$ cat config.mk
export PLATFORM = sky130hd
export DESIGN_NAME = morse_key_line_editor
export DESIGN_NICKNAME = d
export VERILOG_FILES = /design/src/hw/rtl/mkle_pkg.sv /design/src/hw/rtl/mkle_cell.sv /design/src/hw/rtl/mkle_line.sv /design/src/hw/rtl/morse_key_line_editor.sv
export SDC_FILE = /design/constraint.sdc
export NUM_CORES = 2
export LEC_CHECK = 0
export ABC_AREA = 1
export BUFFER_PORTS_ARGS = -buffer_cell sky130_fd_sc_hd__buf_2
export CORE_MARGIN = 2
export CORE_UTILIZATION = 25
export DETAILED_ROUTE_END_ITERATION = 8
export PLACE_DENSITY = 0.45
export SYNTH_ARGS = -nofsm -noshare
export SYNTH_HDL_FRONTEND = slang
export SYNTH_SLANG_ARGS = --single-unit
$ cat constraint.sdc
create_clock -name i_clk -period 3.7 [get_ports i_clk]
set_input_delay 0 -clock i_clk [delete_from_list [all_inputs] [get_ports i_clk]]
set_output_delay 0 -clock i_clk [all_outputs]
set_load 0.01 [all_outputs]
$ cat src/hw/rtl/mkle_pkg.sv
package mkle_pkg;

    // Input function codes
    localparam logic [1:0] FUNC_SHORT = 2'd0;
    localparam logic [1:0] FUNC_LONG  = 2'd1;
    localparam logic [1:0] FUNC_END   = 2'd2;
    localparam logic [1:0] FUNC_KEY   = 2'd3;

    // Editing keys
    localparam logic [7:0] K_BS    = 8'h08;
    localparam logic [7:0] K_DEL   = 8'h7f;
    localparam logic [7:0] K_LEFT  = 8'h11;
    localparam logic [7:0] K_RIGHT = 8'h13;

    localparam logic [7:0] PAT_START = 8'h02;
    localparam logic [1:0] LAST_ROW  = 2'd3;
    localparam logic [3:0] LAST_COL  = 4'd10;

    // Position width wide enough for the deepest line
    localparam int POS_W = 9;

    // Cell operations
    localparam logic [1:0] OP_HOLD = 2'd0;
    localparam logic [1:0] OP_INS  = 2'd1;
    localparam logic [1:0] OP_DEL  = 2'd2;

    typedef struct packed {
        logic [1:0]       op;
        logic [POS_W-1:0] pos;
        logic [7:0]       ch;
    } t_cell_ctl;

    typedef logic [7:0] t_rom_row [0:10];

    // Morse patterns per set, [set][row][col]
    localparam t_rom_row CODE_ROM [0:2][0:3] = '{
        '{
            '{8'h30,8'h38,8'h3c,8'h3e,8'h3f,8'h2f,8'h27,8'h23,8'h21,8'h20,8'h10},
            '{8'h12,8'h0c,8'h03,8'h0d,8'h02,8'h14,8'h0e,8'h07,8'h08,8'h19,8'h00},
            '{8'h06,8'h0f,8'h0b,8'h1d,8'h09,8'h1f,8'h18,8'h0a,8'h1b,8'h2d,8'h00},
            '{8'h13,8'h16,8'h15,8'h1e,8'h17,8'h05,8'h04,8'h1c,8'h6a,8'h65,8'h00}
        },
        '{
            '{8'h54,8'h6d,8'h25,8'h7b,8'h22,8'h37,8'h61,8'h5a,8'h7f,8'h63,8'h10},
            '{8'h00,8'h28,8'h50,8'h33,8'h66,8'h32,8'h64,8'h29,8'h52,8'h2a,8'h00},
            '{8'h1a,8'h4a,8'h55,8'h47,8'h72,8'h2e,8'h35,8'h5e,8'h3d,8'h2d,8'h00},
            '{8'h00,8'h00,8'h00,8'h00,8'h00,8'h73,8'h4c,8'h1c,8'h6a,8'h65,8'h00}
        },
        '{
            '{8'h00,8'h00,8'h00,8'h00,8'h00,8'h00,8'h00,8'h00,8'h00,8'h00,8'h10},
            '{8'h00,8'h00,8'h00,8'h00,8'h00,8'h00,8'h00,8'h00,8'h00,8'h00,8'h00},
            '{8'h00,8'h00,8'h00,8'h00,8'h00,8'h00,8'h00,8'h00,8'h00,8'h00,8'h00},
            '{8'h00,8'h00,8'h00,8'h00,8'h00,8'h00,8'h00,8'h00,8'h00,8'h00,8'h00}
        }
    };

    // Key codes per panel, [panel][row][col]
    localparam t_rom_row KEY_ROM [0:3][0:3] = '{
        '{
            '{8'h31,8'h32,8'h33,8'h34,8'h35,8'h36,8'h37,8'h38,8'h39,8'h30,8'h08},
            '{8'h71,8'h77,8'h65,8'h72,8'h74,8'h79,8'h75,8'h69,8'h6f,8'h70,8'h7f},
            '{8'h61,8'h73,8'h64,8'h66,8'h67,8'h68,8'h6a,8'h6b,8'h6c,8'h2f,8'h11},
            '{8'h7a,8'h78,8'h63,8'h76,8'h62,8'h6e,8'h6d,8'h20,8'h2e,8'h40,8'h13}
        },
        '{
            '{8'h31,8'h32,8'h33,8'h34,8'h35,8'h36,8'h37,8'h38,8'h39,8'h30,8'h08},
            '{8'h51,8'h57,8'h45,8'h52,8'h54,8'h59,8'h55,8'h49,8'h4f,8'h50,8'h7f},
            '{8'h41,8'h53,8'h44,8'h46,8'h47,8'h48,8'h4a,8'h4b,8'h4c,8'h2f,8'h11},
            '{8'h5a,8'h58,8'h43,8'h56,8'h42,8'h4e,8'h4d,8'h20,8'h2e,8'h40,8'h13}
        },
        '{
            '{8'h21,8'h22,8'h23,8'h24,8'h25,8'h26,8'h27,8'h60,8'h5e,8'h7e,8'h08},
            '{8'h09,8'h3c,8'h3e,8'h5b,8'h5d,8'h7b,8'h7d,8'h28,8'h29,8'h5c,8'h7f},
            '{8'h0d,8'h7c,8'h3b,8'h3a,8'h5f,8'h3d,8'h2b,8'h2d,8'h2a,8'h2f,8'h11},
            '{8'h0a,8'h2e,8'h2e,8'h2e,8'h2e,8'h3f,8'h2c,8'h20,8'h2e,8'h40,8'h13}
        },
        '{
            '{8'h80,8'h84,8'h88,8'h8c,8'h90,8'h94,8'h98,8'h9c,8'ha0,8'ha4,8'h08},
            '{8'h81,8'h85,8'h89,8'h8d,8'h91,8'h95,8'h99,8'h9d,8'ha1,8'ha5,8'h7f},
            '{8'h82,8'h86,8'h8a,8'h8e,8'h92,8'h96,8'h9a,8'h9e,8'ha2,8'ha6,8'h11},
            '{8'h83,8'h87,8'h8b,8'h8f,8'h93,8'h97,8'h9b,8'h9f,8'ha3,8'ha7,8'h13}
        }
    };

    // Morse set used by a panel
    function automatic logic [1:0] set_of_panel(input logic [1:0] panel);
        logic [1:0] s;
        begin
            unique case (panel)
                2'd0, 2'd1: s = 2'd0;
                2'd2:       s = 2'd1;
                default:    s = 2'd2;
            endcase
            return s;
        end
    endfunction

    // Panel whose keys a foreign set decodes to
    function automatic logic [1:0] panel_of_set(input logic [1:0] set);
        logic [1:0] p;
        begin
            unique case (set)
                2'd0:    p = 2'd0;
                2'd1:    p = 2'd2;
                default: p = 2'd3;
            endcase
            return p;
        end
    endfunction

endpackage

$ cat src/hw/rtl/mkle_cell.sv
module mkle_cell
    import mkle_pkg::*;
#(
    parameter int INDEX = 0
) (
    input  logic       i_clk,
    input  t_cell_ctl  i_ctl,
    input  logic [7:0] i_left,
    input  logic [7:0] i_right,
    output logic [7:0] o_char
);

    localparam logic [POS_W-1:0] MY_POS = POS_W'(INDEX);

    logic [7:0] r_char;

    // Take the key, the left neighbor on insert, the right neighbor on delete
    always_ff @(posedge i_clk) begin
        case (i_ctl.op)
            OP_INS: begin
                if (MY_POS == i_ctl.pos) begin
                    r_char <= i_ctl.ch;
                end else if (MY_POS > i_ctl.pos) begin
                    r_char <= i_left;
                end
            end
            OP_DEL: begin
                if (MY_POS >= i_ctl.pos) begin
                    r_char <= i_right;
                end
            end
            default: begin
            end
        endcase
    end

    assign o_char = r_char;

endmodule

$ cat src/hw/rtl/mkle_line.sv
module mkle_line
    import mkle_pkg::*;
#(
    parameter int LINE_DEPTH = 64,
    parameter int IDX_W      = 6
) (
    input  logic             i_clk,
    input  t_cell_ctl        i_ctl,
    input  logic [IDX_W-1:0] i_rd_idx,
    output logic [7:0]       o_rd_char
);

    logic [7:0] w_char [0:LINE_DEPTH-1];

    // Row of character cells, each wired to both neighbors
    for (genvar g = 0; g < LINE_DEPTH; g++) begin : g_cell
        logic [7:0] w_left;
        logic [7:0] w_right;

        if (g == 0) begin : g_first
            assign w_left = 8'h00;
        end else begin : g_mid_l
            assign w_left = w_char[g-1];
        end

        if (g == LINE_DEPTH - 1) begin : g_last
            assign w_right = 8'h00;
        end else begin : g_mid_r
            assign w_right = w_char[g+1];
        end

        mkle_cell #(
            .INDEX (g)
        ) u_cell (
            .i_clk   (i_clk),
            .i_ctl   (i_ctl),
            .i_left  (w_left),
            .i_right (w_right),
            .o_char  (w_char[g])
        );
    end

    // Select the requested cell; range is checked by the caller
    assign o_rd_char = w_char[i_rd_idx];

endmodule

$ cat src/hw/rtl/morse_key_line_editor.sv
// Channel  | Handshake                    | Payload
// ---------+------------------------------+---------------------------------------------
// input    | i_in_valid / o_in_stall      | i_func i_panel i_key_code i_read_index
// output   | o_out_valid / i_out_stall    | o_key_valid o_key_out o_text_length
//          |                              | o_cursor_pos o_highlight_row/col o_read_char
// config   | i_cfg_we                     | i_cfg_index i_cfg_data
//
// One item at a time; the ROM compare port steps one row/column position per
// cycle through a highlight search or a decode.
// Line edits shift every character cell from the edit position on by one place at once.
// Synchronous active-low reset; no clearing pass. A stalled output holds its
// item while the next input item is already taken.
module morse_key_line_editor
    import mkle_pkg::*;
#(
    parameter int LINE_DEPTH = 64
) (
    input  logic       i_clk,
    input  logic       i_rst_n,
    input  logic       i_in_valid,
    output logic       o_in_stall,
    input  logic [1:0] i_func,
    input  logic [1:0] i_panel,
    input  logic [7:0] i_key_code,
    input  logic [5:0] i_read_index,
    output logic       o_out_valid,
    input  logic       i_out_stall,
    output logic       o_key_valid,
    output logic [7:0] o_key_out,
    output logic [6:0] o_text_length,
    output logic [6:0] o_cursor_pos,
    output logic [1:0] o_highlight_row,
    output logic [3:0] o_highlight_col,
    output logic [7:0] o_read_char,
    input  logic       i_cfg_we,
    input  logic       i_cfg_index,
    input  logic [6:0] i_cfg_data
);

    localparam int LEN_W = $clog2(LINE_DEPTH + 1);
    localparam int IDX_W = (LINE_DEPTH > 1) ? $clog2(LINE_DEPTH) : 1;

    localparam logic [2:0] S_IDLE = 3'd0;
    localparam logic [2:0] S_HL   = 3'd1;
    localparam logic [2:0] S_DEC1 = 3'd2;
    localparam logic [2:0] S_DEC2 = 3'd3;
    localparam logic [2:0] S_EDIT = 3'd4;
    localparam logic [2:0] S_OUT  = 3'd5;

    localparam logic CFG_MAX_LEN = 1'b0;
    localparam logic CFG_EDIT_EN = 1'b1;

    logic [2:0]       r_state;
    logic [6:0]       r_max_len;
    logic             r_edit_en;
    logic [7:0]       r_pattern;
    logic [7:0]       r_dec_pat;
    logic [LEN_W-1:0] r_len;
    logic [LEN_W-1:0] r_cur;
    logic [1:0]       r_hi_row;
    logic [3:0]       r_hi_col;
    logic [1:0]       r_panel;
    logic [5:0]       r_ridx;
    logic [1:0]       r_row;
    logic [3:0]       r_col;
    logic [7:0]       r_key;
    logic             r_kvalid;

    logic [LEN_W-1:0] n_len;
    logic [LEN_W-1:0] n_cur;

    logic [1:0]       w_mp;
    logic [1:0]       w_o1;
    logic [1:0]       w_o2;
    logic [7:0]       w_cmp_pat;
    logic             w_hit;
    logic             w_hit1;
    logic             w_hit2;
    logic [7:0]       w_new_pat;
    logic             w_scan_end;
    logic [8:0]       w_cap;
    t_cell_ctl        w_ctl;
    logic [7:0]       w_rd_char;
    logic             w_rd_ok;
    logic             w_accept;
    logic             w_out_free;

    assign o_in_stall = !i_rst_n || (r_state != S_IDLE);
    assign w_accept   = i_in_valid && !o_in_stall;
    assign w_out_free = !o_out_valid || !i_out_stall;

    // ROM compare port: current set, then both foreign sets together, the lower-numbered set winning a tie
    assign w_mp      = set_of_panel(r_panel);
    assign w_o1      = (w_mp == 2'd0) ? 2'd1 : 2'd0;
    assign w_o2      = (w_mp == 2'd2) ? 2'd1 : 2'd2;
    assign w_cmp_pat = (r_state == S_HL) ? r_pattern : r_dec_pat;
    assign w_hit     = CODE_ROM[w_mp][r_row][r_col] == w_cmp_pat;
    assign w_hit1    = CODE_ROM[w_o1][r_row][r_col] == w_cmp_pat;
    assign w_hit2    = CODE_ROM[w_o2][r_row][r_col] == w_cmp_pat;
    assign w_scan_end = (r_row == LAST_ROW) && (r_col == LAST_COL);

    // Next pattern for an element
    always_comb begin
        w_new_pat = (r_pattern == 8'h00) ? PAT_START : {r_pattern[6:0], 1'b0};
        w_new_pat[0] = w_new_pat[0] | (i_func == FUNC_SHORT);
    end

    // Edit command to the cells and the new length and cursor
    assign w_cap = (9'(r_max_len) > 9'(LINE_DEPTH)) ? 9'(LINE_DEPTH) : 9'(r_max_len);

    always_comb begin
        w_ctl.op  = OP_HOLD;
        w_ctl.pos = POS_W'(r_cur);
        w_ctl.ch  = r_key;
        n_len     = r_len;
        n_cur     = r_cur;
        if (r_state == S_EDIT && r_edit_en && r_kvalid) begin
            if (r_key == K_BS) begin
                if (r_cur != '0) begin
                    w_ctl.op  = OP_DEL;
                    w_ctl.pos = POS_W'(r_cur) - POS_W'(1);
                    n_len     = r_len - LEN_W'(1);
                    n_cur     = r_cur - LEN_W'(1);
                end
            end else if (r_key == K_DEL) begin
                if (r_cur < r_len) begin
                    w_ctl.op = OP_DEL;
                    n_len    = r_len - LEN_W'(1);
                end
            end else if (r_key == K_LEFT) begin
                if (r_cur != '0) begin
                    n_cur = r_cur - LEN_W'(1);
                end
            end else if (r_key == K_RIGHT) begin
                if (r_cur < r_len) begin
                    n_cur = r_cur + LEN_W'(1);
                end
            end else if (9'(r_len) < w_cap) begin
                w_ctl.op = OP_INS;
                n_len    = r_len + LEN_W'(1);
                n_cur    = r_cur + LEN_W'(1);
            end
        end
    end

    mkle_line #(
        .LINE_DEPTH (LINE_DEPTH),
        .IDX_W      (IDX_W)
    ) u_line (
        .i_clk     (i_clk),
        .i_ctl     (w_ctl),
        .i_rd_idx  (IDX_W'(r_ridx)),
        .o_rd_char (w_rd_char)
    );

    assign w_rd_ok = (9'(r_ridx) < 9'(r_len)) && (9'(r_ridx) < 9'(LINE_DEPTH));

    // Sequencer, configuration and output register
    always_ff @(posedge i_clk) begin
        if (!i_rst_n) begin
            r_state     <= S_IDLE;
            r_max_len   <= 7'd52;
            r_edit_en   <= 1'b1;
            r_pattern   <= 8'h00;
            r_len       <= '0;
            r_cur       <= '0;
            r_hi_row    <= 2'd0;
            r_hi_col    <= 4'd0;
            o_out_valid <= 1'b0;
        end else begin
            // Take configuration writes
            if (i_cfg_we) begin
                case (i_cfg_index)
                    CFG_MAX_LEN: r_max_len <= i_cfg_data;
                    CFG_EDIT_EN: r_edit_en <= i_cfg_data[0];
                    default: begin
                    end
                endcase
            end

            // Drop the output item once taken, unless a new one replaces it
            if (o_out_valid && !i_out_stall && r_state != S_OUT) begin
                o_out_valid <= 1'b0;
            end

            unique case (r_state)
                S_IDLE: begin
                    if (w_accept) begin
                        r_panel  <= i_panel;
                        r_ridx   <= i_read_index;
                        r_row    <= 2'd0;
                        r_col    <= 4'd0;
                        r_kvalid <= 1'b0;
                        r_key    <= 8'h00;
                        if (i_func == FUNC_SHORT || i_func == FUNC_LONG) begin
                            if (w_new_pat[7]) begin
                                r_dec_pat <= w_new_pat;
                                r_pattern <= 8'h00;
                                r_state   <= S_DEC1;
                            end else begin
                                r_pattern <= w_new_pat;
                                r_state   <= S_HL;
                            end
                        end else if (i_func == FUNC_END) begin
                            if (r_pattern != 8'h00) begin
                                r_dec_pat <= r_pattern;
                                r_pattern <= 8'h00;
                                r_state   <= S_DEC1;
                            end else begin
                                r_state <= S_OUT;
                            end
                        end else begin
                            r_key    <= i_key_code;
                            r_kvalid <= 1'b1;
                            r_state  <= S_EDIT;
                        end
                    end
                end
                S_HL: begin
                    // Row-major search of the current set
                    if (w_hit) begin
                        r_hi_row <= r_row;
                        r_hi_col <= r_col;
                        r_state  <= S_OUT;
                    end else if (w_scan_end) begin
                        r_hi_row <= LAST_ROW;
                        r_hi_col <= LAST_COL;
                        r_state  <= S_OUT;
                    end else if (r_col == LAST_COL) begin
                        r_col <= 4'd0;
                        r_row <= r_row + 2'd1;
                    end else begin
                        r_col <= r_col + 4'd1;
                    end
                end
                S_DEC1: begin
                    // Column-major search of the current set
                    if (w_hit) begin
                        r_key    <= KEY_ROM[r_panel][r_row][r_col];
                        r_kvalid <= 1'b1;
                        r_state  <= S_EDIT;
                    end else if (w_scan_end) begin
                        r_row   <= 2'd0;
                        r_col   <= 4'd0;
                        r_state <= S_DEC2;
                    end else if (r_row == LAST_ROW) begin
                        r_row <= 2'd0;
                        r_col <= r_col + 4'd1;
                    end else begin
                        r_row <= r_row + 2'd1;
                    end
                end
                S_DEC2: begin
                    // Column-major search of the foreign sets
                    if (w_hit1) begin
                        r_key    <= KEY_ROM[panel_of_set(w_o1)][r_row][r_col];
                        r_kvalid <= 1'b1;
                        r_state  <= S_EDIT;
                    end else if (w_hit2) begin
                        r_key    <= KEY_ROM[panel_of_set(w_o2)][r_row][r_col];
                        r_kvalid <= 1'b1;
                        r_state  <= S_EDIT;
                    end else if (w_scan_end) begin
                        r_hi_row <= LAST_ROW;
                        r_hi_col <= LAST_COL;
                        r_state  <= S_OUT;
                    end else if (r_row == LAST_ROW) begin
                        r_row <= 2'd0;
                        r_col <= r_col + 4'd1;
                    end else begin
                        r_row <= r_row + 2'd1;
                    end
                end
                S_EDIT: begin
                    r_len   <= n_len;
                    r_cur   <= n_cur;
                    r_state <= S_OUT;
                end
                S_OUT: begin
                    // Hold until the output register is free
                    if (w_out_free) begin
                        o_out_valid <= 1'b1;
                        r_state     <= S_IDLE;
                    end
                end
                default: begin
                    r_state <= S_IDLE;
                end
            endcase
        end
    end

    // Output payload
    always_ff @(posedge i_clk) begin
        if (r_state == S_OUT && w_out_free) begin
            o_key_valid     <= r_kvalid;
            o_key_out       <= r_kvalid ? r_key : 8'h00;
            o_text_length   <= 7'(r_len);
            o_cursor_pos    <= 7'(r_cur);
            o_highlight_row <= r_hi_row;
            o_highlight_col <= r_hi_col;
            o_read_char     <= w_rd_ok ? w_rd_char : 8'h00;
        end
    end

endmodule

Word level (Yosys, flattened, before mapping). Index checks and enable logic that the tools add are counted.

Add/subtract/negate cells: 7. Order comparisons: 141. Equality and inequality tests: 234. Muxes and demuxes: 421. Bitwise gates (word level): 11. Reductions and logical operators: 110.

Operators by type and width (number): $bmux W352 S2 (6); $mux W352 (12); $mux W8 (221); $bmux W88 S2 (6); $mux W88 (12); $pmux W8 S2 (64); $eq A6 B9 Y1 const A (32); $ge A6 B9 Y1 const A (32); $gt A6 B9 Y1 const A (32); $ne A3 B3 Y1 const B (69); $reduce_and A3 Y1 (67); $bmux W8 S4 (6); $ne A2 B2 Y1 const B (75); $eq A5 B9 Y1 const A (16); $ge A5 B9 Y1 const A (16); $gt A5 B9 Y1 const A (16); $mux W7 (16); $eq A4 B9 Y1 const A (8); $ge A4 B9 Y1 const A (8); $gt A4 B9 Y1 const A (8); $mux W4 (14); $mux W2 (26); $bmux W8 S6 (1); $eq A3 B9 Y1 const A (4); 70 further kinds (157).

Bits in registers: 620. Input port bits: 31. Output and inout bits: 39. Logic and storage cells: 1011.

Depth between registers and ports, before layout.
Depth in word-level cells: 33. Mapped depth: 26. Depth with buffers taken out: 22.

Worst setup path before layout. Ideal clock, no wire load.

Path type: flip-flop to flip-flop. Start: reg r_max_len[4]. End: reg u_line.g_cell[10].u_cell.r_char[0], enable pin. Setup time: 0.384 ns. Data arrival time: 3.381 ns. Required time: 3.316 ns. Slack: -0.065 ns. Cell stages (with the launch flop): 21. Path buffers: 0. Period minus slack after synthesis: 3.765 ns. Cell sequence: dfxtp_1 -> nor2_1 -> nand3_1 -> nand2_1 -> nand2_1 -> ha_1 -> nand2_1 -> o21a_1 -> nand2_1 -> nor2_1 -> inv_1 -> nor4_1 -> inv_1 -> ha_1 -> nor2_1 -> inv_1 -> nand2_1 -> inv_1 -> nor2_1 -> o21ai_0 -> o21ai_0.

Longest elaborated chain between the ends: 12. Elaborated cells between the ends (all ways): 15. Those cells by class: 2 x order compare; 4 x eq/ne; 7 x mux; 2 x reduce/logical.

Ends and longest elaborated chain: start, declared (RTL line morse_key_line_editor.sv:54) `logic [6:0] r_max_len;`; start signal, assigned (RTL line morse_key_line_editor.sv:174) `CFG_MAX_LEN: r_max_len <= i_cfg_data;`; $gt A7 B7 Y1 (RTL line morse_key_line_editor.sv:109) `assign w_cap = (9'(r_max_len) > 9'(LINE_DEPTH)) ? 9'(LINE_DEPTH) : 9'(r_max_len);`; $mux W7 (*) (RTL line morse_key_line_editor.sv:109); $lt A7 B7 Y1 (*) (RTL line morse_key_line_editor.sv:138) `end else if (9'(r_len) < w_cap) begin`; $mux W1 (*) (RTL line morse_key_line_editor.sv:138); $mux W1 (*) (RTL line morse_key_line_editor.sv:134) `end else if (r_key == K_RIGHT) begin`; $mux W1 (*) (RTL line morse_key_line_editor.sv:130) `end else if (r_key == K_LEFT) begin`; $mux W2 (*) (RTL line morse_key_line_editor.sv:125) `end else if (r_key == K_DEL) begin`; $mux W2 (*) (RTL line morse_key_line_editor.sv:118) `if (r_key == K_BS) begin`; $mux W11 (*) (RTL line morse_key_line_editor.sv:117) `if (r_state == S_EDIT && r_edit_en && r_kvalid) begin`; $eq A2 B1 Y1 or $eq A2 B2 Y1 (tied branches) (RTL line mkle_cell.sv:19) `case (i_ctl.op)`; $ne A3 B3 Y1 (no line), or another cell as far along; $reduce_and A3 Y1 (no line) (*); end signal, assigned (RTL line mkle_cell.sv:22) `r_char <= i_ctl.ch;`; end signal, assigned (RTL line mkle_cell.sv:24) `r_char <= i_left;`; end signal, assigned (RTL line mkle_cell.sv:29) `r_char <= i_right;`; end, declared (RTL line mkle_cell.sv:15) `logic [7:0] r_char;`.

Every way passes the cells marked *; elsewhere a longest branch is shown, timed or not. A chain may end at the register's enable or synchronous reset.

Worst setup path after layout.
Start: reg r_row[0]. End: reg r_key[0] (data pin).

Longest elaborated chain between the ends: 10. Elaborated cells between the ends (all ways): 30. Those cells by class: 1 x eq/ne; 28 x mux; 1 x bitwise.

Ends and longest elaborated chain: start, declared (RTL line morse_key_line_editor.sv:64) `logic [1:0] r_row;`; start signal, assigned (RTL line morse_key_line_editor.sv:231) `r_row <= r_row + 2'd1;`; start signal, assigned (RTL line morse_key_line_editor.sv:250) `r_row <= r_row + 2'd1;`; start signal, assigned (RTL line morse_key_line_editor.sv:271) `r_row <= r_row + 2'd1;`; $not A2 Y3 (not written as such) (*); $bmux W88 S2 (on tied branches) (RTL line morse_key_line_editor.sv:98, morse_key_line_editor.sv:260); $mux W88 (on tied branches) (2 in a row) (RTL line morse_key_line_editor.sv:98, morse_key_line_editor.sv:260); $bmux W8 S4 (on tied branches) (RTL line morse_key_line_editor.sv:98, morse_key_line_editor.sv:260); $mux W8 (on tied branches) (2 in a row) (RTL line morse_key_line_editor.sv:98, morse_key_line_editor.sv:260); $eq A8 B8 Y1 or $mux W8 (tied branches) (RTL line morse_key_line_editor.sv:98, morse_key_line_editor.sv:259); $mux W8 (RTL line morse_key_line_editor.sv:255) `if (w_hit1) begin`; $pmux W8 S3 (*) (RTL line morse_key_line_editor.sv:186) `unique case (r_state)`; end signal, assigned (RTL line morse_key_line_editor.sv:213) `r_key <= i_key_code;`; end signal, assigned (RTL line morse_key_line_editor.sv:256) `r_key <= KEY_ROM[panel_of_set(w_o1)][r_row][r_col];`; end signal, assigned (RTL line morse_key_line_editor.sv:260) `r_key <= KEY_ROM[panel_of_set(w_o2)][r_row][r_col];`; end, declared (RTL line morse_key_line_editor.sv:66) `logic [7:0] r_key;`.

Every way passes the cells marked *; elsewhere a longest branch is shown, timed or not. The select of a mux whose other input is x is not followed.

==> flow_summary.ini <==
[status]
status = finished clean

[floorplanning]
ios = 70
fp.dieH_um = 415.2
die-area_sq_um = 172400
initial_core_util_pct = 25.22
fp-row-count = 150
die_w_um = 415.2
core_region_area_sq_um = 167600

[setup_path]
rrSetupSlack_ns = 0.02
critPathArrivalTime_ns = 4.24
required_ns = 4.26
cpPeakStageDelay_ns = 0.46
reg2reg_from = r_row[0]$_DFFE_PP_
cp_common_cell = nand2_1
critPathKind = flip-flop to flip-flop
path_cells = inv_1 -> buf_12 -> ha_1 -> nand2_1 -> nand2_1 -> nand2_1 -> a21oi_1 -> nand2_1 -> nand2_1 -> nand2_1 -> nand2_1 -> nand3_1 -> nor2_1 -> nand2_1 -> buf_12 -> nand2_1 -> o21ai_0 -> o21ai_0 -> buf_4
cp_max_fo = 14
r2r_cells = 19
start_kind = flip-flop
cp-end-kind = flip-flop
slowest_stage = ha_1
worstReg2RegEnd = r_key[0]$_DFFE_PP_

[job]
max-cap-violations = 0

[logic_synthesis]
syn_avg_cell_area_sq_um = 7.435
ys_seq_elements = 619
synth_cell_type_count = 57
ys_warn_count = 0
ys_top_cells_by_count = o21ai_0 (1276), a21oi_1 (783), inv_1 (697)
yosysTopAreaCellShare_pct = 41.20
synth.most_common_cell = o21ai_0
synth_cells = 5686
synthTopCellsByArea = edfxtp_1 (41%), o21ai_0 (15%), a21oi_1 (9.3%)
ys_dominant_reg_cell = edfxtp_1
async_flop_share_pct = 0
synth_nets = 5774
yosysSeqAreaShare_pct = 43.05
synth_area_sq_um = 42270
yosys.area.top_type = edfxtp_1
synth_edf_count = 580

[sta]
fin_setup_tns_ns = 0
max_freq_mhz = 271.8
finalSetupViolations = 0
finClkSkew_ns = 0.04338
relSlewSlack_pct = 24.16
slew_violations = 0
hold_viol = 0
worst-slew-pin-transition_ns = 1.123
post-route-period-util_pct = 99.42
fin_crit_ns = 3.679
fin_ws_ns = 0.02147
rsz0062_at_grt = true

[placement]
port-buffer-count = 69
dp_hpwl_mm = 128.6
post-place-ws_ns = -0.1402
dp_cells = 7949
gp_congestion = 0.9572
place_area_sq_um = 47590

[route]
drt_iter0_markers = 4117
drc = 0
num_vias = 43075
via_per_inst = 5.285
drt_first_pass_iters = 6
ant_nets = 0
post_drt_wl_per_cell_um = 22.33
wirelength_mm = 182.0

[layout]
nNetsFinal = 5969
fin_util_pct = 30.33
finalInstanceArea_sq_um = 50830
area_delta_synth_final_pct = 20.23
drive_above_1_share_pct = 12.53
regArea_sq_um = 18200
multi_input_area_sq_um = 19620
final_cells = 8150
nFillCells = 18233

[global_route]
grt_overflow = 0
grt_pass1_wl_mm = 271.0
grt_max_degree = 183
grt_antenna_before_repair = 2
grt_usage_pct = 20.27
grt_pass1_vias = 41584

[power]
vdd.ir_drop.worst_mv = 0.3549
p_per_area_nw_per_um2 = 574.8
p_leak_uw = 0.02016

[clocking]
htreeDepth = 3
path_clk_slew_ns = 0.08
clock_tree.buffer_depth = 3
cts_buffers = 81
cts_tree = built
clkLatencyLatePin_ns = 0.68
root_buffer = clkbuf_16
clock_sinks = 619

[worst_hold_path]
min_path_type = input port to flip-flop
min_path_cells = 2
min_from = i_read_index[5]
min_to = r_ridx[5]$_DFFE_PP_
## cells by family (layout without fill, tap and decap cells)
kind of cell | count (synthesis) | after routing | share of synthesized area [%]
compound gates | 2450 | 2450 | 30.66
mux | 2 | 2 | 0.04736
xor+xnor | 10 | 10 | 0.2516
simple gates | 1350 | 1350 | 13.43
other cells | 0 | 1 | 0
fa+ha+maj | 57 | 57 | 1.687
flops | 619 | 619 | 43.05
buf+inv | 1198 | 1457 | 10.88
## worst max path at each step
stage / from / endpoint / cells past startpoint
2_1_floorplan: r_max_len[4]$_SDFFE_PN1P_ / u_line.g_cell[5].u_cell.o_char[0]$_DFFE_PP_ / 20
3_3_place_gp: r_max_len[4]$_SDFFE_PN1P_ / u_line.g_cell[54].u_cell.o_char[0]$_DFFE_PP_ / 24
3_5_place_dp: r_max_len[2]$_SDFFE_PN1P_ / u_line.g_cell[5].u_cell.o_char[1]$_DFFE_PP_ / 23
4_1_cts: r_max_len[2]$_SDFFE_PN1P_ / u_line.g_cell[5].u_cell.o_char[4]$_DFFE_PP_ / 23
5_1_grt: r_panel[1]$_DFFE_PP_ / r_key[0]$_DFFE_PP_ / 19
6_report: r_row[0]$_DFFE_PP_ / r_key[0]$_DFFE_PP_ / 19
## cell type report
class                   count  area share, %
multi-input cells        3869          38.59
repair buffers            546          9.593
diodes                      1       0.004923
well taps                2204          5.425
clock buffers             116          4.493
flip-flops and latches    619          35.80
clock inverters            31         0.4086
inverters                 764          5.679
## report_power, final
part	internal [uW]	leakage, uW	switching, uW
logic	3700	0.0134	8610
registers	8760	0.00556	406
clock network	4420	0.00122	3310
## routing by layer
layer / GRT usage, % / up-vias / routed length (um)
met3: 2.538 / 271 / 11550
met5: 0 / - / 0
met2: 32.52 / 1577 / 83030
li1: - / 20201 / -
met1: 28.08 / 21026 / 81380
met4: 6.798 / 0 / 6063
## flip-flops by register name, indices dropped and copies added (netlist names), 3 cells and up
register,flops
o_cursor_pos,7
o_read_char,8
r_key,8
r_cur,7
r_state,3
r_dec_pat,8
r_ridx,6
r_col,4
u_line.g_cell.u_cell.o_char,512
r_max_len,7
o_highlight_col,4
r_hi_col,4
o_text_length,7
o_key_out,8
r_len,7
r_pattern,7
## worst max-delay path: cells and delay by family, from the launching register on
kind	cells	cell delay, ns
AND/OR/NAND/NOR	11	1.23
adder cells (fa/ha/maj)	1	0.46
flip-flops	1	0.44
AO/OA/AOI/OAI	3	0.72
buffers and inverters	4	0.66
## what timing repair did
action,in CTS,in global routing
hold buffers,48,0
pin swaps,0,3
gates resized for setup,5,48
gates cloned,0,3
buffers inserted,0,2
hold endpoints to repair,78,0
setup endpoints to repair,354,675
## metrics by stage
| step | hold WS (ns) | power (uW) |
|---|---|---|
| 2_1_floorplan | 0.08244 | 15950 |
| 3_3_place_gp | 0.1788 | 21350 |
| 3_5_place_dp | 0.1784 | 21310 |
| 4_1_cts | 0.01279 | 29160 |
| 5_1_grt | 0.04407 | 30720 |
| 6_report | 0.07368 | 29210 |
## cells in the final DEF (no fill, tap or decap), drive strengths merged, types with 2 or more instances in the layout
cell,Yosys,routed
o21ai,1434,1434
a21oi,783,783
inv,758,762
nand2,681,681
edfxtp,580,580
buf,120,496
nor2,359,359
nand3,232,232
clkbuf,314,118
ha,57,57
dlygate4sd3,0,48
o211ai,46,46
a221oi,44,44
dfxtp,39,39
nor3,39,39
clkinv,6,31
o221ai,30,30
o22ai,30,30
nand4,24,24
a31oi,22,22
o31ai,12,12
o311ai,10,10
a211oi,9,9
o21a,7,7
nor4,7,7
or2,6,6
xor2,6,6
a22oi,5,5
o32ai,5,5
xnor2,4,4
o2111ai,4,4
o21bai,4,4
nand3b,2,2
mux2i,2,2
bufinv,0,2
(Power assumes the default switching activity.)
